--- src/sv/sbg_pkg.sv ---
// ----------------------------------------------------------------------------
// sbg_pkg
// Types and constants shared by the short name basis generator modules.
// ----------------------------------------------------------------------------
package sbg_pkg;

    localparam int MAX_NAME_BYTES = 256;
    localparam int BYTE_CNT_W     = $clog2(MAX_NAME_BYTES + 2);

    localparam int Q_DEPTH = 4;
    localparam int Q_PTR_W = $clog2(Q_DEPTH);
    localparam int Q_CNT_W = $clog2(Q_DEPTH + 1);

    localparam int BASE_LEN = 8;
    localparam int EXT_LEN  = 3;

    localparam logic [7:0] CHAR_SPACE = 8'h20;
    localparam logic [7:0] CHAR_DOT   = 8'h2E;
    localparam logic [7:0] CHAR_UNDER = 8'h5F;

    localparam logic [8*BASE_LEN-1:0] BASE_BLANK = {BASE_LEN{CHAR_SPACE}};
    localparam logic [8*EXT_LEN-1:0]  EXT_BLANK  = {EXT_LEN{CHAR_SPACE}};

    localparam logic [1:0] STATUS_EXACT  = 2'd0;
    localparam logic [1:0] STATUS_LOSSY  = 2'd1;
    localparam logic [1:0] STATUS_REJECT = 2'd2;

    typedef enum logic [1:0] {
        PH_LEAD = 2'd0,   // skipping leading dots
        PH_BASE = 2'd1,
        PH_EXT  = 2'd2
    } t_phase;

    // One classified input beat.
    typedef struct packed {
        logic [7:0] ch;        // upper-cased, legalized character
        logic       is_dot;
        logic       is_space;
        logic       case_chg;  // byte was lower case
        logic       bad;       // replaced by underscore
        logic       reject;    // reserved path character
        logic       is_end;
    } t_item;

endpackage

--- src/sv/short_name_basis_generator_core.sv ---
// A result is registered in the back end once its end record leaves the queue and the output register is free.
// Throughput: one name byte per cycle while the queue has room; an end beat waits while the output holds a result.
// The rate is set by the combinational classify step in the front and the update step in the back end.
// A 4-entry queue lets the input keep streaming while a result waits on m_axis_tready.
// Reset: synchronous, active low; clears the queue, the name state and the output valid.
// ----------------------------------------------------------------------------
// short_name_basis_generator_core
// Streams a long file name in byte beats and emits its 8.3 basis name.
// ----------------------------------------------------------------------------
module short_name_basis_generator_core (
    input  logic        i_clk,
    input  logic        i_rst_n,

    // name byte stream; tlast marks the end beat (its tdata is ignored)
    input  logic        s_axis_tvalid,
    output logic        s_axis_tready,
    input  logic [7:0]  s_axis_tdata,   // [7:0] name_byte
    input  logic        s_axis_tlast,   // end_of_name

    // one result beat per name
    output logic        m_axis_tvalid,
    input  logic        m_axis_tready,
    output logic [87:0] m_axis_tdata,   // [63:0] base_name, [87:64] extension
    output logic [1:0]  m_axis_tuser    // [1:0] status
);

    sbg_pkg::t_item front_item;
    sbg_pkg::t_item q_item;
    logic           q_valid;
    logic           q_ready;

    // Front: byte classification, no state.
    sbg_front u_front (
        .i_byte (s_axis_tdata),
        .i_end  (s_axis_tlast),
        .o_item (front_item)
    );

    // Queue decouples input stalls from output back-pressure.
    sbg_queue u_queue (
        .i_clk      (i_clk),
        .i_rst_n    (i_rst_n),
        .i_wr_valid (s_axis_tvalid),
        .o_wr_ready (s_axis_tready),
        .i_wr_item  (front_item),
        .o_rd_valid (q_valid),
        .i_rd_ready (q_ready),
        .o_rd_item  (q_item)
    );

    // Back: name assembly and the result register.
    sbg_back u_back (
        .i_clk      (i_clk),
        .i_rst_n    (i_rst_n),
        .i_rd_valid (q_valid),
        .o_rd_ready (q_ready),
        .i_rd_item  (q_item),
        .o_valid    (m_axis_tvalid),
        .i_ready    (m_axis_tready),
        .o_base     (m_axis_tdata[63:0]),
        .o_ext      (m_axis_tdata[87:64]),
        .o_status   (m_axis_tuser)
    );

endmodule

--- src/sv/sbg_front.sv ---
// ----------------------------------------------------------------------------
// sbg_front
// Classifies each incoming name byte into a queue record.
// ----------------------------------------------------------------------------
module sbg_front (
    input  logic          [7:0] i_byte,
    input  logic                i_end,
    output sbg_pkg::t_item      o_item
);

    logic [7:0] upper;
    logic       is_lower;
    logic       in_bad_set;
    logic       in_rej_set;

    always_comb begin
        is_lower = (i_byte >= 8'h61) && (i_byte <= 8'h7A);
        upper    = is_lower ? (i_byte - 8'h20) : i_byte;

        case (upper)
            8'h22, 8'h2A, 8'h2B, 8'h2C, 8'h2F, 8'h3A, 8'h3B, 8'h3C,
            8'h3D, 8'h3E, 8'h3F, 8'h5C, 8'h5B, 8'h5D, 8'h7C: begin
                in_bad_set = 1'b1;
            end
            default: begin
                in_bad_set = 1'b0;
            end
        endcase

        // \ / : * ? " < > |
        case (i_byte)
            8'h5C, 8'h2F, 8'h3A, 8'h2A, 8'h3F, 8'h22, 8'h3C, 8'h3E, 8'h7C: begin
                in_rej_set = 1'b1;
            end
            default: begin
                in_rej_set = 1'b0;
            end
        endcase

        o_item.bad      = (upper < 8'h20) || (upper >= 8'h7F) || in_bad_set;
        o_item.ch       = o_item.bad ? sbg_pkg::CHAR_UNDER : upper;
        o_item.is_dot   = (i_byte == sbg_pkg::CHAR_DOT);
        o_item.is_space = (i_byte == sbg_pkg::CHAR_SPACE);
        o_item.case_chg = is_lower;
        o_item.reject   = in_rej_set;
        o_item.is_end   = i_end;
    end

endmodule

--- src/sv/sbg_queue.sv ---
// ----------------------------------------------------------------------------
// sbg_queue
// Short FIFO of classified records between front and back.
// ----------------------------------------------------------------------------
module sbg_queue (
    input  logic           i_clk,
    input  logic           i_rst_n,
    input  logic           i_wr_valid,
    output logic           o_wr_ready,
    input  sbg_pkg::t_item i_wr_item,
    output logic           o_rd_valid,
    input  logic           i_rd_ready,
    output sbg_pkg::t_item o_rd_item
);

    sbg_pkg::t_item                     r_mem [sbg_pkg::Q_DEPTH];
    logic [sbg_pkg::Q_PTR_W-1:0]        r_wr_ptr, n_wr_ptr;
    logic [sbg_pkg::Q_PTR_W-1:0]        r_rd_ptr, n_rd_ptr;
    logic [sbg_pkg::Q_CNT_W-1:0]        r_count, n_count;
    logic                               push, pop;

    localparam logic [sbg_pkg::Q_PTR_W-1:0] PTR_LAST = sbg_pkg::Q_PTR_W'(sbg_pkg::Q_DEPTH - 1);
    localparam logic [sbg_pkg::Q_CNT_W-1:0] CNT_FULL = sbg_pkg::Q_CNT_W'(sbg_pkg::Q_DEPTH);

    assign o_wr_ready = (r_count != CNT_FULL);
    assign o_rd_valid = (r_count != '0);
    assign o_rd_item  = r_mem[r_rd_ptr];
    assign push       = i_wr_valid && o_wr_ready;
    assign pop        = o_rd_valid && i_rd_ready;

    always_comb begin
        n_wr_ptr = r_wr_ptr;
        n_rd_ptr = r_rd_ptr;
        n_count  = r_count;
        if (push) begin
            n_wr_ptr = (r_wr_ptr == PTR_LAST) ? '0 : r_wr_ptr + 1'b1;
        end
        if (pop) begin
            n_rd_ptr = (r_rd_ptr == PTR_LAST) ? '0 : r_rd_ptr + 1'b1;
        end
        if (push && !pop) begin
            n_count = r_count + 1'b1;
        end else if (pop && !push) begin
            n_count = r_count - 1'b1;
        end
    end

    always_ff @(posedge i_clk) begin
        if (!i_rst_n) begin
            r_wr_ptr <= '0;
            r_rd_ptr <= '0;
            r_count  <= '0;
        end else begin
            r_wr_ptr <= n_wr_ptr;
            r_rd_ptr <= n_rd_ptr;
            r_count  <= n_count;
        end
    end

    always_ff @(posedge i_clk) begin
        if (push) begin
            r_mem[r_wr_ptr] <= i_wr_item;
        end
    end

endmodule

--- src/sv/sbg_back.sv ---
// ----------------------------------------------------------------------------
// sbg_back
// Builds the 8.3 name from queued records and registers the result.
// ----------------------------------------------------------------------------
module sbg_back (
    input  logic                                i_clk,
    input  logic                                i_rst_n,
    input  logic                                i_rd_valid,
    output logic                                o_rd_ready,
    input  sbg_pkg::t_item                      i_rd_item,
    output logic                                o_valid,
    input  logic                                i_ready,
    output logic [8*sbg_pkg::BASE_LEN-1:0]      o_base,
    output logic [8*sbg_pkg::EXT_LEN-1:0]       o_ext,
    output logic [1:0]                          o_status
);

    sbg_pkg::t_phase                     r_phase, n_phase;
    logic [8*sbg_pkg::BASE_LEN-1:0]      r_base, n_base;
    logic [3:0]                          r_base_cnt, n_base_cnt;
    logic [8*sbg_pkg::EXT_LEN-1:0]       r_ext, n_ext;
    logic [1:0]                          r_ext_slots, n_ext_slots;
    logic [1:0]                          r_ext_wr, n_ext_wr;
    logic [1:0]                          r_dots, n_dots;
    logic                                r_lossy, n_lossy;
    logic                                r_reject, n_reject;
    logic [sbg_pkg::BYTE_CNT_W-1:0]      r_byte_cnt, n_byte_cnt;

    logic                                r_out_valid, n_out_valid;
    logic [8*sbg_pkg::BASE_LEN-1:0]      r_out_base, n_out_base;
    logic [8*sbg_pkg::EXT_LEN-1:0]       r_out_ext, n_out_ext;
    logic [1:0]                          r_out_status, n_out_status;

    logic                                pop;
    logic                                do_base;
    sbg_pkg::t_item                      it;

    localparam logic [sbg_pkg::BYTE_CNT_W-1:0] BYTE_MAX =
        sbg_pkg::BYTE_CNT_W'(sbg_pkg::MAX_NAME_BYTES);

    assign it         = i_rd_item;
    // End records wait for a free output register; name bytes never do.
    assign o_rd_ready = !it.is_end || !r_out_valid || i_ready;
    assign pop        = i_rd_valid && o_rd_ready;

    assign o_valid  = r_out_valid;
    assign o_base   = r_out_base;
    assign o_ext    = r_out_ext;
    assign o_status = r_out_status;

    always_comb begin
        n_phase      = r_phase;
        n_base       = r_base;
        n_base_cnt   = r_base_cnt;
        n_ext        = r_ext;
        n_ext_slots  = r_ext_slots;
        n_ext_wr     = r_ext_wr;
        n_dots       = r_dots;
        n_lossy      = r_lossy;
        n_reject     = r_reject;
        n_byte_cnt   = r_byte_cnt;
        n_out_valid  = r_out_valid && !i_ready;
        n_out_base   = r_out_base;
        n_out_ext    = r_out_ext;
        n_out_status = r_out_status;
        do_base      = 1'b0;

        if (pop && it.is_end) begin
            n_out_valid = 1'b1;
            if (r_reject) begin
                n_out_base   = '0;
                n_out_ext    = '0;
                n_out_status = sbg_pkg::STATUS_REJECT;
            end else begin
                n_out_base   = r_base;
                n_out_ext    = r_ext;
                n_out_status = r_lossy ? sbg_pkg::STATUS_LOSSY : sbg_pkg::STATUS_EXACT;
            end
            n_phase     = sbg_pkg::PH_LEAD;
            n_base      = sbg_pkg::BASE_BLANK;
            n_base_cnt  = '0;
            n_ext       = sbg_pkg::EXT_BLANK;
            n_ext_slots = '0;
            n_ext_wr    = '0;
            n_dots      = '0;
            n_lossy     = 1'b0;
            n_reject    = 1'b0;
            n_byte_cnt  = '0;
        end else if (pop) begin
            // length check saturates one past the limit
            if (r_byte_cnt <= BYTE_MAX) begin
                n_byte_cnt = r_byte_cnt + 1'b1;
            end
            if (n_byte_cnt > BYTE_MAX || it.reject) begin
                n_reject = 1'b1;
            end

            case (r_phase)
                sbg_pkg::PH_LEAD: begin
                    if (it.is_dot) begin
                        n_lossy = 1'b1;
                    end else begin
                        n_phase = sbg_pkg::PH_BASE;
                        do_base = 1'b1;
                    end
                end
                sbg_pkg::PH_BASE: begin
                    do_base = 1'b1;
                end
                default: begin
                    // extension; a later dot restarts it
                    if (it.is_dot) begin
                        n_dots = (r_dots < 2'd2) ? r_dots + 1'b1 : r_dots;
                        if (n_dots >= 2'd2) begin
                            n_lossy = 1'b1;
                        end
                        n_ext       = sbg_pkg::EXT_BLANK;
                        n_ext_slots = '0;
                        n_ext_wr    = '0;
                    end else if (r_ext_slots >= 2'(sbg_pkg::EXT_LEN)) begin
                        n_lossy = 1'b1;
                    end else begin
                        n_ext_slots = r_ext_slots + 1'b1;
                        if (it.is_space) begin
                            n_lossy = 1'b1;
                        end else begin
                            n_lossy = r_lossy || it.bad;
                            if (r_ext_wr < 2'(sbg_pkg::EXT_LEN)) begin
                                for (int i = 0; i < sbg_pkg::EXT_LEN; i++) begin
                                    if (r_ext_wr == 2'(i)) begin
                                        n_ext[8*(sbg_pkg::EXT_LEN-1-i) +: 8] = it.ch;
                                    end
                                end
                                n_ext_wr = r_ext_wr + 1'b1;
                            end
                        end
                    end
                end
            endcase

            if (do_base) begin
                if (it.is_dot) begin
                    n_phase = sbg_pkg::PH_EXT;
                    n_dots  = 2'd1;
                end else if (r_base_cnt >= 4'(sbg_pkg::BASE_LEN)) begin
                    n_lossy = 1'b1;
                end else if (it.is_space) begin
                    n_lossy = 1'b1;
                end else begin
                    n_lossy = n_lossy || it.case_chg || it.bad;
                    for (int i = 0; i < sbg_pkg::BASE_LEN; i++) begin
                        if (r_base_cnt[2:0] == 3'(i)) begin
                            n_base[8*(sbg_pkg::BASE_LEN-1-i) +: 8] = it.ch;
                        end
                    end
                    n_base_cnt = r_base_cnt + 1'b1;
                end
            end
        end
    end

    always_ff @(posedge i_clk) begin
        if (!i_rst_n) begin
            r_phase     <= sbg_pkg::PH_LEAD;
            r_base      <= sbg_pkg::BASE_BLANK;
            r_base_cnt  <= '0;
            r_ext       <= sbg_pkg::EXT_BLANK;
            r_ext_slots <= '0;
            r_ext_wr    <= '0;
            r_dots      <= '0;
            r_lossy     <= 1'b0;
            r_reject    <= 1'b0;
            r_byte_cnt  <= '0;
            r_out_valid <= 1'b0;
        end else begin
            r_phase     <= n_phase;
            r_base      <= n_base;
            r_base_cnt  <= n_base_cnt;
            r_ext       <= n_ext;
            r_ext_slots <= n_ext_slots;
            r_ext_wr    <= n_ext_wr;
            r_dots      <= n_dots;
            r_lossy     <= n_lossy;
            r_reject    <= n_reject;
            r_byte_cnt  <= n_byte_cnt;
            r_out_valid <= n_out_valid;
        end
    end

    always_ff @(posedge i_clk) begin
        r_out_base   <= n_out_base;
        r_out_ext    <= n_out_ext;
        r_out_status <= n_out_status;
    end

endmodule

--- config.mk ---
export PLATFORM = sky130hd
export DESIGN_NAME = short_name_basis_generator_core
export DESIGN_NICKNAME = d
export VERILOG_FILES = /design/src/sv/sbg_pkg.sv /design/src/sv/short_name_basis_generator_core.sv /design/src/sv/sbg_front.sv /design/src/sv/sbg_queue.sv /design/src/sv/sbg_back.sv
export SDC_FILE = /design/constraint.sdc
export NUM_CORES = 1
export LEC_CHECK = 0
export ABC_AREA = 1
export BUFFER_PORTS_ARGS = -buffer_cell sky130_fd_sc_hd__buf_2
export CAP_MARGIN = 20
export CORE_MARGIN = 2
export CORE_UTILIZATION = 64
export CTS_BUF_LIST = sky130_fd_sc_hd__clkbuf_8 sky130_fd_sc_hd__clkbuf_16
export DETAILED_ROUTE_END_ITERATION = 16
export GPL_ROUTABILITY_DRIVEN = 0
export PLACE_DENSITY = 0.95
export SETUP_SLACK_MARGIN = 0.02
export SKIP_CTS_REPAIR_TIMING = 1
export SYNTH_ARGS = -nofsm -noshare
export SYNTH_HDL_FRONTEND = slang
export SYNTH_SLANG_ARGS = --single-unit
--- constraint.sdc ---
create_clock -name i_clk -period 6.3 [get_ports i_clk]
set_input_delay 1.575 -clock i_clk [delete_from_list [all_inputs] [get_ports i_clk]]
set_output_delay 1.575 -clock i_clk [all_outputs]
set_load 0.005 [all_outputs]
## Word level (Yosys, flattened, before mapping)

Memories as Yosys holds them, arrays and structs flattened. A register that Yosys moved wholly into a read port is not among the register bits.
Index checks and enable logic that the tools add are counted.
W data, S select, Z words.

| storage, ports and cells | value |
|---|---|
| input port bits | 13 |
| logic and storage cells | 197 |
| register bits | 209 |
| bits in writable memories | 56 |
| memories | 1 |
| output and inout port bits | 92 |

Memories:

| memory | depth | width | read ports | clocked after Yosys merged registers in | write ports | RTL line | RTL |
|---|---|---|---|---|---|---|---|
| u_queue.r_mem | 4 | 14 | 1 | 1 | 1 | sbg_queue.sv:16 | `sbg_pkg::t_item r_mem [sbg_pkg::Q_DEPTH];` |

| cells by class | value |
|---|---|
| reductions and logical operators | 48 |
| equality and inequality tests | 41 |
| add/sub/neg operators | 10 |
| $lt $le $gt $ge | 11 |
| mux-type cells | 55 |
| bitwise logic cells | 5 |

Operators with widths:

| kind | count |
|---|---|
| $eq A8 B6 Y1 const B | 20 |
| $mux W24 | 4 |
| $reduce_and A6 Y1 | 11 |
| $eq A8 B7 Y1 const B | 6 |
| $mux W8 | 5 |
| $mux W2 | 19 |
| $mux W9 | 3 |
| $mux W1 | 20 |
| $ge A8 B7 Y1 const B | 2 |
| $reduce_or A15 Y1 | 1 |
| $eq A3 B3 Y1 const B | 4 |
| $add A2 B1 Y2 const B | 5 |
| $reduce_and A5 Y1 | 2 |
| $reduce_bool A2 Y1 | 5 |
| $add A9 B1 Y9 const B | 1 |
| $gt A9 B9 Y1 const B | 1 |
| $le A9 B9 Y1 const B | 1 |
| $reduce_or A9 Y1 | 1 |
| $le A8 B7 Y1 const B | 1 |
| $logic_or A1 B1 Y1 | 8 |
| $lt A8 B6 Y1 const B | 1 |
| $sub A8 B6 Y8 const B | 1 |
| $logic_and A1 B1 Y1 | 7 |
| $eq A2 B2 Y1 const B | 3 |
| other kinds (22) | 38 |

## Longest topological paths before layout

Gate-level depths: netlist of the first run.

| logic depth | value |
|---|---|
| word-level depth | 14 |
| depth in mapped cells | 16 |
| gate-level depth less buffers | 16 |

## Hierarchy

Synthesis of the first run repeated with hierarchy kept, for this count alone.

| second synthesis, totals | value |
|---|---|
| cells, all modules | 1101 |
| area, all modules | 10938.0 sq um |

By module, submodules not included:

| module | area an instance (sq um) | seq. area each (sq um) | times used | cells each |
|---|---|---|---|---|
| sbg_back | 7931.4 | 4944.7 | 1 | 812 |
| sbg_queue | 2585.0 | 1861.8 | 1 | 205 |
| sbg_front | 421.7 | 0.0 | 1 | 84 |

## Worst setup path before layout of the first run

OpenSTA, ideal clock, no wires.

| timing | value |
|---|---|
| path type | input-to-reg |
| from | input m_axis_tready |
| to | register u_back.r_out_base, in the netlist u_back.o_base[0], enable pin |
| path slack | 2.069 ns |
| stages | 7 |
| data required time | 5.856 ns |
| arrival time | 3.787 ns |
| cells stage by stage | inv_1 > nand3_2 > nand2_4 > buf_6 > inv_4 > nand2_4 > inv_1 |

| between the ends | value |
|---|---|
| longest elaborated chain between the ends | 3 |

Ends and longest elaborated chain:

| element | RTL line | RTL |
|---|---|---|
| start: declaration | short_name_basis_generator_core.sv:22 | `input logic m_axis_tready,` |
| $logic_or A1 B1 Y1 | sbg_back.sv:43 | `assign o_rd_ready = !it.is_end \|\| !r_out_valid \|\| i_ready;` |
| $logic_and A1 B1 Y1 | sbg_back.sv:44 | `assign pop = i_rd_valid && o_rd_ready;` |
| $logic_and A1 B1 Y1 | sbg_back.sv:68 | `if (pop && it.is_end) begin` |
| end signal: assignment | sbg_back.sv:191 | `r_out_base <= n_out_base;` |
| end: declaration | sbg_back.sv:30 | `logic [8*sbg_pkg::BASE_LEN-1:0] r_out_base, n_out_base;` |

Every way passes these cells.
A chain may end at the register's enable or synchronous reset.

==> results of run 1 <==
==> synth_stat cells, types with 3 or more instances <==
library cell | number | area [µm²]
o21ai_2 | 22 | 192.7
nand2_1 | 231 | 867.1
nand3b_1 | 3 | 22.52
nor2_8 | 3 | 60.06
a32oi_1 | 5 | 43.79
o21ai_0 | 23 | 115.1
nor2_1 | 142 | 533.0
edfxtp_1 | 146 | 4384
nand2_4 | 5 | 56.30
a21oi_1 | 85 | 425.4
o211ai_1 | 9 | 67.56
buf_6 | 8 | 90.09
o21ai_4 | 4 | 65.06
nand3_4 | 3 | 52.55
xor2_1 | 3 | 26.28
o21ai_1 | 9 | 45.04
nor3_1 | 4 | 20.02
nand3_1 | 37 | 185.2
a21oi_2 | 25 | 219.0
ha_1 | 23 | 287.8
dfxtp_1 | 121 | 2422
a32oi_2 | 3 | 48.80
clkbuf_1 | 15 | 56.30
a21boi_0 | 4 | 30.03
buf_2 | 9 | 45.04
inv_4 | 3 | 18.77
buf_4 | 3 | 22.52
inv_2 | 11 | 41.29
inv_1 | 152 | 570.6
nand4_1 | 4 | 25.02
==> registers in the layout, summed over array words and instances, names as in the netlist, 2 cells and up, named ones only <==
| signal | count |
|---|---|
| u_queue.r_count | 3 |
| u_queue.r_mem | 56 |
| u_back.r_base | 64 |
| u_back.r_ext | 24 |
| u_back.r_base_cnt | 4 |
| u_back.o_base | 64 |
| u_queue.r_wr_ptr | 2 |
| u_back.o_status | 2 |
| u_back.r_byte_cnt | 9 |
| u_back.r_ext_slots | 2 |
| u_back.r_ext_wr | 2 |
| u_queue.r_rd_ptr | 2 |
| u_back.o_ext | 24 |
==> routing by layer <==
layer / vias to the layer above / global-route usage / share of wire
li1: 3946 / - / -
met1: 4126 / 0.3496 / 0.36
met2: 562 / 0.5050 / 0.51
met3: 111 / 0.04296 / 0.090
met4: 0 / 0.1319 / 0.043
met5: - / 0 / 0
==> power by group through the flow <==
stage | logic (µW) | registers, µW | clock network, µW
after floorplan | 1260 | 2530 | 0
after global placement | 1710 | 2530 | 0
after detailed placement | 1780 | 2550 | 0
after CTS | 1850 | 2540 | 1550
after global routing | 2030 | 2580 | 1610
final | 1880 | 2540 | 1540
==> path summary, 6_finish.rpt <==
| kind | startpoint | end | depth (start not counted) |
|---|---|---|---|
| setup / recovery | flop | u_back.o_ext[5]$_SDFFCE_PP0P_ | 12 |
| hold / removal | u_back.r_ext[9]$_SDFFE_PP0P_ | u_back.r_ext[9]$_SDFFE_PP0P_ | 2 |
| setup reg to reg | flop | u_back.o_ext[5]$_SDFFCE_PP0P_ | 12 |
| hold reg to reg | u_back.r_ext[9]$_SDFFE_PP0P_ | u_back.r_ext[9]$_SDFFE_PP0P_ | 2 |
==> worst max-delay path, stage by stage, from the launching register on <==
cell and delay [ns]:
dfxtp_1 0.30, buf_4 0.22, inv_2 0.40, nand2_1 0.11
nand2_1 0.09, nand2_2 0.06, o21ai_4 0.11, nand3_2 0.11
nand2_4 0.18, inv_4 0.16, nand2_4 0.12, clkinv_2 0.75
buf_4 0.61
==> layout make-up <==
type / count / share of cell area
Timing Repair Buffer: 114 / 0.04653
Sequential cell: 267 / 0.5318
Multi-Input combinational cell: 674 / 0.2823
Clock inverter: 15 / 0.01085
Inverter: 168 / 0.05034
Clock buffer: 31 / 0.05620
Tap cell: 225 / 0.02199
==> metrics by stage <==
stage	power (µW)	setup WS [ns]	util
floorplan	3794	2.069	-
global placement	4245	2.418	0.6929
detailed placement	4335	2.325	0.6929
CTS	5937	2.721	0.7427
global route	6226	2.520	0.7427
finish	5965	2.713	0.7427
==> cell families after synthesis <==
kind of cell	after synthesis	share of synthesized area
and+or+nand+nor	441	0.1693
DFF	267	0.6034
buffers and inverters	204	0.07731
AOI/OAI and AO/OA	202	0.1201
adders and majority gates	24	0.02729
xor gates and xnor gates	3	0.002330
other	1	0.0003324
==> cell usage in the layout (no fill, tap or decap), drive strengths merged <==
master,n
a211oi,2
a21boi,4
a21oi,110
a311oi,1
a31oi,1
a32o,1
a32oi,8
and3,1
buf,114
bufinv,2
clkbuf,31
clkinv,8
clkinvlp,1
conb,4
dfxtp,121
edfxtp,146
fa,1
ha,23
inv,172
nand2,239
nand3,42
nand3b,3
nand4,4
nor2,148
nor3,4
o211a,1
o211ai,9
o21a,1
o21ai,58
o21bai,2
o22a,1
o22ai,2
o41ai,1
xor2,3
==> summary.txt, run 1 <==
Route
  • Routed vias/inst: 5.853
  • Initial detailed-routing violation count: 1001
  • Final ANT Viol Nets: 0
  • Total routed wirelength: 26.65 mm
  • Count of unresolved DRC violations after routing: 0
  • Detailed-route via count: 8745
  • Drt pass-1 iters: 10
  • Average wire per standard cell: 17.84 µm

STA
  • RSZ-0062 raised after global routing: no
  • Actual slew at the worst max-slew pin: 1.263 ns
  • Number of pins with negative max-slew slack in the final report: 0
  • Worst slew margin relative to its limit: 0.1581
  • Fmax: 278.8 MHz
  • Final number of setup-violating endpoints: 0
  • Final hold vios: 0
  • TNS Setup: 0 ns
  • Period Utilization, post-route: 0.5694
  • Worst-case clock skew: 0.01949 ns
  • Minimum period implied by the final worst setup slack: 3.587 ns
  • Min Hold Slack: 0.4702 ns

Cells and area
  • Share of cells above drive strength 1: 0.1923
  • Nets@finish: 1287
  • Number of inserted filler cells in the final layout: 985
  • Area of the multi-input gates: 0.003613 mm²
  • Diode insertion count for antenna repair: 0
  • Area occupied by registers: 0.006808 mm²
  • Count of non-filler cells in the finished layout: 1494
  • Area overhead of the layout relative to synthesis: 13.48%
  • Cell area after layout: 0.01280 mm²

Place
  • Post-Place Cell Area: 0.01194 mm²
  • Cell total after placement: 1448
  • Dpl hpwl: 15.05 mm
  • Total of buffers placed on input and output ports: 104

Power
  • P_leak: 0.005180 µW
  • Power Density: 466.0 mW/mm²
  • Sequential share of power: 0.426
  • Switch share: 0.3717
  • Clock group share of total power: 0.259
  • Switching power: 2217 µW
  • Part of the total power dissipated in combinational logic: 0.315
  • Maximum ir drop on the vdd rail: 251.5 µV
  • Internal portion of total power: 3748 µW

Critical path
  • Biggest fanout along the worst timing path: 55
  • Worst Setup Path Type: flop to flop
  • Element type at the critical path start: flop
  • Endpoint required time on the critical path: 6.52 ns
  • Arr. time, crit path: 3.80 ns
  • Worst R2R Setup Slack: 2.71 ns
  • Type of destination of the critical path: flop

Synth
  • Synth cell types: 51
  • Total number of yosys warnings: 0
  • Mean instance size in the synthesized netlist: 9.878 µm²
  • Flip-flop and latch count after synthesis: 267
  • FFs w/ async S/R, synth: 0
  • Netlist area before placement: 0.01128 mm²
  • Number of flops mapped to enable cells by yosys: 146
  • Sequential element share of the synthesized area: 0.6034
  • Synth Flop Type: edfxtp_1
  • Synthesized instance count: 1142

Worst hold path
  • Worst min-delay path class: flop to flop

Die
  • Die width: 136.8 µm
  • Die area: 0.01870 mm²
  • Number of primary I/O pins: 105
  • Placeable core area: 0.01724 mm²
  • Core Rows: 48
  • Die height: 136.8 µm
  • Starting density of the core: 0.6545

Job
  • Maxcap violations: 0

CTS
  • Deepest level of the CTS H-tree: 1
  • Number of CTS-inserted buffers: 25
  • Number of clock sinks seen by CTS: 267
  • Max Root-Sink Buffers: 3
  • Clk Tree Root Cell: clkbuf_16
  • Register clock-pin slew on the reported worst setup and hold paths: 0.06 ns
  • TritonCTS clock tree: yes
  • Clock latency reported for the late side of the worst-skew pair: 0.53 ns

GRT
  • Initial antenna violation count: 0
  • Tot GR Track Use: 0.2876
  • Pin count of the biggest net entering global routing: 69
  • Total congestion overflow: 0
  • First-pass GRT wire length: 42.28 mm
  • Vias in the first global route: 8355

Outcome
  • Outcome: complete, no violations
(Power assumes the default switching activity.)
==> run 2, diff against run 1 <==
--- a/config.mk
+++ b/config.mk
@@ -9,11 +9,11 @@
 export BUFFER_PORTS_ARGS = -buffer_cell sky130_fd_sc_hd__buf_2
 export CAP_MARGIN = 20
 export CORE_MARGIN = 2
-export CORE_UTILIZATION = 64
+export CORE_UTILIZATION = 59
 export CTS_BUF_LIST = sky130_fd_sc_hd__clkbuf_8 sky130_fd_sc_hd__clkbuf_16
 export DETAILED_ROUTE_END_ITERATION = 16
 export GPL_ROUTABILITY_DRIVEN = 0
-export PLACE_DENSITY = 0.95
+export PLACE_DENSITY = 0.9
 export SETUP_SLACK_MARGIN = 0.02
 export SKIP_CTS_REPAIR_TIMING = 1
 export SYNTH_ARGS = -nofsm -noshare
==> constraint.sdc (replaced) <==
create_clock -name i_clk -period 3.32 [get_ports i_clk]
set_input_delay 0.83 -clock i_clk [delete_from_list [all_inputs] [get_ports i_clk]]
set_output_delay 0.83 -clock i_clk [all_outputs]
set_load 0.005 [all_outputs]
==> run 2 against run 1 <==
Compared with the run above: wire length decreased by 14%; final cell count up 1.0%; non-clock buffer count rose by 4; final area rose by 0.51%; register-to-register slack worse by 2.1 ns; via count down 7.4%; sequential share of layout area is 0.27 points lower; largest cell class unchanged.
==> summary.txt, run 2 (synthesis results as in run 1) <==
GRT
  • Total congestion overflow: 0
  • Top Usage Layer GRT: met2
  • Grt met3 use: 0.03735
  • Vias in the first global route: 7794
  • Pin count of the biggest net entering global routing: 91
  • Grt met2 use: 0.3933
  • GR Layer Usage met1: 0.2888
  • First-pass GRT wire length: 37.22 mm
  • Tot GR Track Use: 0.2269
  • Initial antenna violation count: 0

Cells and area
  • Nets@finish: 1292
  • Area overhead of the layout relative to synthesis: 14.05%
  • Commonest non-fill, non-tap cell in the layout: nand2_1
  • End-of-flow core utilization: 0.6878
  • Leading cell types in the layout, fill and taps excluded: 231 x nand2_1, 157 x inv_1, 146 x edfxtp_1
  • Diode insertion count for antenna repair: 0
  • Share of cells above drive strength 1: 0.1937
  • Cell area after layout: 0.01287 mm²

Critical path
  • Biggest fanout along the worst timing path: 28
  • Worst Setup Path Type: flop to flop
  • Element type at the critical path start: flop
  • Cell type of the slowest stage on the worst timing path: fa_1
  • Endpoint of the lowest-slack register-to-register path: u_queue.r_count[2]$_SDFFE_PN0P_
  • Capturing instance or port of the critical path: u_queue.r_count[2]$_SDFFE_PN0P_
  • Endpoint required time on the critical path: 3.71 ns
  • Worst R2R Setup Slack: 0.63 ns
  • Type of destination of the critical path: flop
  • Cell depth of the worst flop-to-flop path: 14
  • CP max stage delay: 0.44 ns
  • Arr. time, crit path: 3.08 ns
  • Critical path cell sequence: inv_2, nand2_1, nand2_1, nand2_2, o21ai_4, nand3_2, nand2_4, ha_1, inv_1, fa_1, a21oi_1, o21ai_0, o21ai_0, a21oi_1

Route
  • Routed vias/inst: 5.364
  • Count of unresolved DRC violations after routing: 0
  • Total routed wirelength: 22.82 mm
  • Detailed-route via count: 8094
  • Average wire per standard cell: 15.12 µm
  • Drt pass-1 iters: 5
  • Initial detailed-routing violation count: 577
  • Final ANT Viol Nets: 0

STA
  • Actual slew at the worst max-slew pin: 0.7204 ns
  • Final hold vios: 0
  • Min Hold Slack: 0.4642 ns
  • Number of pins with negative max-slew slack in the final report: 0
  • Fmax: 371.4 MHz
  • RSZ-0062 raised after global routing: no
  • Period Utilization, post-route: 0.8110
  • Final number of setup-violating endpoints: 0
  • Worst-case clock skew: 0.01628 ns
  • Minimum period implied by the final worst setup slack: 2.693 ns
  • TNS Setup: 0 ns
  • Worst slew margin relative to its limit: 0.5197

CTS
  • Max Root-Sink Buffers: 3
  • Deepest level of the CTS H-tree: 1
  • Number of clock sinks seen by CTS: 267
  • Clk Tree Root Cell: clkbuf_16
  • Clock latency reported for the late side of the worst-skew pair: 0.52 ns
  • Register clock-pin slew on the reported worst setup and hold paths: 0.06 ns
  • TritonCTS clock tree: yes
  • Number of CTS-inserted buffers: 26

Job
  • Maxcap violations: 0

Die
  • Core Rows: 50
  • Placeable core area: 0.01871 mm²
  • Number of primary I/O pins: 105
  • Starting density of the core: 0.6031
  • Die area: 0.02024 mm²
  • Die width: 142.3 µm
  • Die height: 142.3 µm

Outcome
  • Outcome: complete, no violations

Power
  • Maximum ir drop on the vdd rail: 471.2 µV
  • Power Density: 875.2 mW/mm²
  • P_leak: 0.005209 µW
  • Overall Power: 11260 µW

Place
  • Dpl hpwl: 14.90 mm
  • Total of buffers placed on input and output ports: 104
  • Post-Place Cell Area: 0.01200 mm²

Worst hold path
  • Worst min-delay path class: flop to flop
run 2: changes by cell type in the layout (fill, tap and decap cells not counted), sizes merged:
cell / before / now
clkinvlp: 1 / 2
clkbuf: 31 / 29
bufinv: 2 / 3
buf: 114 / 118
inv: 172 / 174
run 2: layer usage:
metal,part of all wire,up-vias
li1,-,3961
met1,0.41,3795
met2,0.50,295
met3,0.070,43
met4,0.022,0
met5,0,-
run 2: stage by stage:
stage / std cells / setup WS [ns]
after global routing: 1509 / 0.4263
after floorplan: 1145 / 0.2755
after CTS: 1509 / 0.6577
final: 1509 / 0.6274
after global placement: 1461 / 0.7961
after detailed placement: 1461 / 0.5753
run 2: final cells by class:
type / instances / area (µm²)
inverters: 168 / 646.9
multi-input cells: 674 / 3613
repair buffers: 118 / 638.1
well taps: 234 / 292.8
clock buffers: 29 / 703.2
fillers: 1254 / 5839
clock inverters: 19 / 163.9
flip-flops and latches: 267 / 6808
run 2: worst min-delay path by stage:
stage / from / to / slack, ns / cells past startpoint
2_1_floorplan: u_back.r_reject$_SDFFE_PP0P_ / u_back.o_status[1]$_SDFFCE_PP1P_ / 0.41 / 0
3_3_place_gp: u_back.r_ext[13]$_SDFFE_PP1P_ / u_back.r_ext[13]$_SDFFE_PP1P_ / 0.45 / 2
3_5_place_dp: u_back.r_ext[17]$_SDFFE_PP0P_ / u_back.r_ext[17]$_SDFFE_PP0P_ / 0.46 / 2
4_1_cts: u_back.r_ext[17]$_SDFFE_PP0P_ / u_back.r_ext[17]$_SDFFE_PP0P_ / 0.47 / 2
5_1_grt: u_back.r_base[31]$_SDFFE_PP0P_ / u_back.r_base[31]$_SDFFE_PP0P_ / 0.48 / 2
6_report: u_back.r_ext[17]$_SDFFE_PP0P_ / u_back.r_ext[17]$_SDFFE_PP0P_ / 0.46 / 2
run 2: worst max-delay path, delay by kind of cell (launching register included):
kind / cells / cell delay (ns)
AO/OA/AOI/OAI: 5 / 0.68
buffers and inverters: 2 / 0.40
adder cells (fa/ha/maj): 2 / 0.61
AND/OR/NAND/NOR: 5 / 0.55
flip-flops: 1 / 0.31
run 2: report_power, final:
group	switching [µW]	total [µW]	internal [µW]
combinational	2500	3570	1060
sequential	370	4760	4390
clock	1190	2940	1750
total	4060	11300	7200
==> run 3, diff against run 2 <==
--- a/config.mk
+++ b/config.mk
@@ -5,15 +5,15 @@
 export SDC_FILE = /design/constraint.sdc
 export NUM_CORES = 1
 export LEC_CHECK = 0
-export ABC_AREA = 1
+export ABC_AREA = 0
 export BUFFER_PORTS_ARGS = -buffer_cell sky130_fd_sc_hd__buf_2
 export CAP_MARGIN = 20
 export CORE_MARGIN = 2
-export CORE_UTILIZATION = 59
+export CORE_UTILIZATION = 53
 export CTS_BUF_LIST = sky130_fd_sc_hd__clkbuf_8 sky130_fd_sc_hd__clkbuf_16
 export DETAILED_ROUTE_END_ITERATION = 16
 export GPL_ROUTABILITY_DRIVEN = 0
-export PLACE_DENSITY = 0.9
+export PLACE_DENSITY = 0.86
 export SETUP_SLACK_MARGIN = 0.02
 export SKIP_CTS_REPAIR_TIMING = 1
 export SYNTH_ARGS = -nofsm -noshare
==> constraint.sdc (replaced) <==
create_clock -name i_clk -period 2.4 [get_ports i_clk]
set_input_delay 0.6 -clock i_clk [delete_from_list [all_inputs] [get_ports i_clk]]
set_output_delay 0.6 -clock i_clk [all_outputs]
set_load 0.005 [all_outputs]
==> run 3 against run 2 <==
Compared with the run above: final cell count decreased by 16%; flip-flop and latch count stayed put; combinational power rose by 12%; final area fell by 1.7%; worst setup slack lost 0.48 ns; via count fell by 16%; synthesized area fell by 4.7%; fmax up 20%; clock power rose by 38%; critical path depth is 7 lower; critical endpoint is now u_back.r_base[21]$_SDFFE_PP1P_; largest cell class unchanged; largest power group unchanged.
==> summary.txt, run 3 <==
GRT
  • Tot GR Track Use: 0.1922
  • Vias in the first global route: 6644
  • Initial antenna violation count: 0
  • Total congestion overflow: 0
  • First-pass GRT wire length: 33.58 mm
  • Pin count of the biggest net entering global routing: 49

STA
  • Period Utilization, post-route: 0.9368
  • Final hold vios: 0
  • Worst-case clock skew: 0.01884 ns
  • Worst slew margin relative to its limit: 0.5190
  • Min Hold Slack: 0.3018 ns
  • Final number of setup-violating endpoints: 0
  • Actual slew at the worst max-slew pin: 0.7140 ns
  • Number of pins with negative max-slew slack in the final report: 0
  • Minimum period implied by the final worst setup slack: 2.248 ns
  • RSZ-0062 raised after global routing: yes
  • TNS Setup: 0 ns
  • Fmax: 444.8 MHz

Critical path
  • Worst R2R Setup Slack: 0.15 ns
  • Capturing instance or port of the critical path: u_back.r_base[21]$_SDFFE_PP1P_
  • Element type at the critical path start: flop
  • Type of destination of the critical path: flop
  • Endpoint of the lowest-slack register-to-register path: u_back.r_base[21]$_SDFFE_PP1P_
  • Endpoint required time on the critical path: 2.80 ns
  • Most frequent CP cell: nand2_1
  • Biggest fanout along the worst timing path: 9
  • Worst Setup Path Type: flop to flop
  • CP max stage delay: 0.58 ns
  • Cell type of the slowest stage on the worst timing path: o21ai_0
  • Critical path cell sequence: buf_4, nor3b_1, o21ai_0, nand2_1, nand4_2, mux2i_1, nand2_1
  • Arr. time, crit path: 2.65 ns
  • Cell depth of the worst flop-to-flop path: 7

CTS
  • Number of clock sinks seen by CTS: 267
  • Clk Tree Root Cell: clkbuf_16
  • Max Root-Sink Buffers: 3
  • Number of CTS-inserted buffers: 26
  • Deepest level of the CTS H-tree: 1
  • Register clock-pin slew on the reported worst setup and hold paths: 0.06 ns
  • Clock latency reported for the late side of the worst-skew pair: 0.52 ns
  • TritonCTS clock tree: yes

Power
  • Maximum ir drop on the vdd rail: 505.5 µV
  • Power Density: 1126 mW/mm²
  • P_leak: 0.005244 µW

Die
  • Die area: 0.02145 mm²
  • Die height: 146.4 µm
  • Core Rows: 52
  • Number of primary I/O pins: 105
  • Placeable core area: 0.02010 mm²
  • Die width: 146.4 µm
  • Starting density of the core: 0.5349

Synth
  • Number of flops mapped to enable cells by yosys: 146
  • Synth Flop Type: edfxtp_1
  • Flip-flop and latch count after synthesis: 267
  • Synth Area in Compound Gates: 0.05387
  • Synth cell types: 58
  • Leading cell types by count after synthesis: 146 x edfxtp_1, 121 x dfxtp_1, 97 x nor2b_1, 90 x nor2_1, 69 x mux2i_1
  • Post-synthesis share of cell area spent on and, or, nand and nor gates: 0.1568
  • Netlist area before placement: 0.01075 mm²
  • Share of the synthesized area in the top cell type: 0.4077
  • Total number of yosys warnings: 0
  • Mean instance size in the synthesized netlist: 12.64 µm²
  • Mux share of post-synthesis cell area: 0.09354
  • Sequential element share of the synthesized area: 0.6329
  • Largest family of logic cells by synthesized area: simple AND/OR/NAND/NOR gates
  • Synth area leader: edfxtp_1
  • Adder-cell share of the synthesized area: 0.02862
  • FFs w/ async S/R, synth: 0
  • Most common cell in the synthesized netlist: edfxtp_1
  • Synthesized instance count: 851
  • Leading post-synthesis cells by cell area: edfxtp_1 41%, dfxtp_1 23%, mux2i_1 6.4%, nor2b_1 5.6%, nor2_1 3.1%
  • Area share of xor/xnor cells in the synthesized design: 0.009773

Cells and area
  • Area occupied by registers: 0.006810 mm²
  • Nets@finish: 1011
  • Diode insertion count for antenna repair: 0
  • Number of inserted filler cells in the final layout: 1413
  • Share of cells above drive strength 1: 0.2113
  • Commonest non-fill, non-tap cell in the layout: edfxtp_1
  • Area of the multi-input gates: 0.003704 mm²
  • Area overhead of the layout relative to synthesis: 17.60%
  • Leading cell types in the layout, fill and taps excluded: 146 x edfxtp_1, 118 x dfxtp_1, 104 x buf_2

Job
  • Maxcap violations: 0

Route
  • Drt pass-1 iters: 5
  • Detailed-route via count: 6798
  • Initial detailed-routing violation count: 480
  • Count of unresolved DRC violations after routing: 0
  • Total routed wirelength: 20.54 mm
  • Average wire per standard cell: 16.25 µm
  • Routed vias/inst: 5.378
  • Final ANT Viol Nets: 0

Place
  • Dpl hpwl: 13.06 mm
  • Total of buffers placed on input and output ports: 104

Worst hold path
  • Start point of the worst hold path: s_axis_tlast
  • Worst min-delay path class: input port to flop

Outcome
  • Outcome: complete, no violations
[run 3: how the worst min path moves through the flow]
stage	to	slack [ns]	depth (start not counted)
floorplan	u_back.o_status[1]$_SDFFCE_PP1P_	0.43	0
global placement	u_back.r_ext[14]$_SDFFE_PP0P_	0.45	2
finish	u_queue.r_mem[1][0]$_DFFE_PP_	0.30	1
detailed placement	u_back.r_base[21]$_SDFFE_PP1P_	0.45	2
CTS	u_queue.r_mem[0][0]$_DFFE_PP_	0.28	1
global route	u_queue.r_mem[3][0]$_DFFE_PP_	0.29	1
[run 3: critical path, delay by kind of cell (launching register included)]
family	cells	cell delay (ns)
AO/OA/AOI/OAI	1	0.58
buffers and inverters	1	0.17
flip-flops	1	0.33
multiplexers	1	0.27
AND/OR/NAND/NOR	4	0.78
[run 3: stage by stage]
stage               std cells  total power (µW)  area, µm²  worst slack [ns]    util
global placement         1215             10100      11740           0.05271  0.5841
CTS                      1263             14280      12620            0.1100  0.6280
finish                   1264             14250      12650            0.1518  0.6291
floorplan                 854              8669      10770           -0.4866       -
detailed placement       1215             10210      11740          -0.03431  0.5841
global route             1264             14970      12650           0.01552  0.6291
[run 3: kinds of logic after synthesis]
family / Yosys count
muxes: 83
AOI/OAI and AO/OA: 89
adders and majority gates: 24
DFF: 267
buffers and inverters: 64
xor gates and xnor gates: 12
and+or+nand+nor: 311
other: 1
[run 3: layout make-up]
class,instances,share of cell area
timing repair buffer,135,0.06549
multi-input combinational,523,0.2928
clock buffer,33,0.05995
tap,270,0.02671
inverter,21,0.006727
clock inverter,15,0.009794
sequential,267,0.5385
[run 3: report_power, final]
group	total, µW	switching [µW]	internal, µW
clock	4060	1620	2440
combinational	3990	2470	1520
sequential	6200	318	5880
total	14200	4410	9840
[run 3: layer usage]
| metal | track usage | share of wire |
|---|---|---|
| met4 | 0.05728 | 0.021 |
| met3 | 0.02531 | 0.049 |
| met1 | 0.2478 | 0.42 |
| met5 | 0 | 0 |
| met2 | 0.3410 | 0.51 |
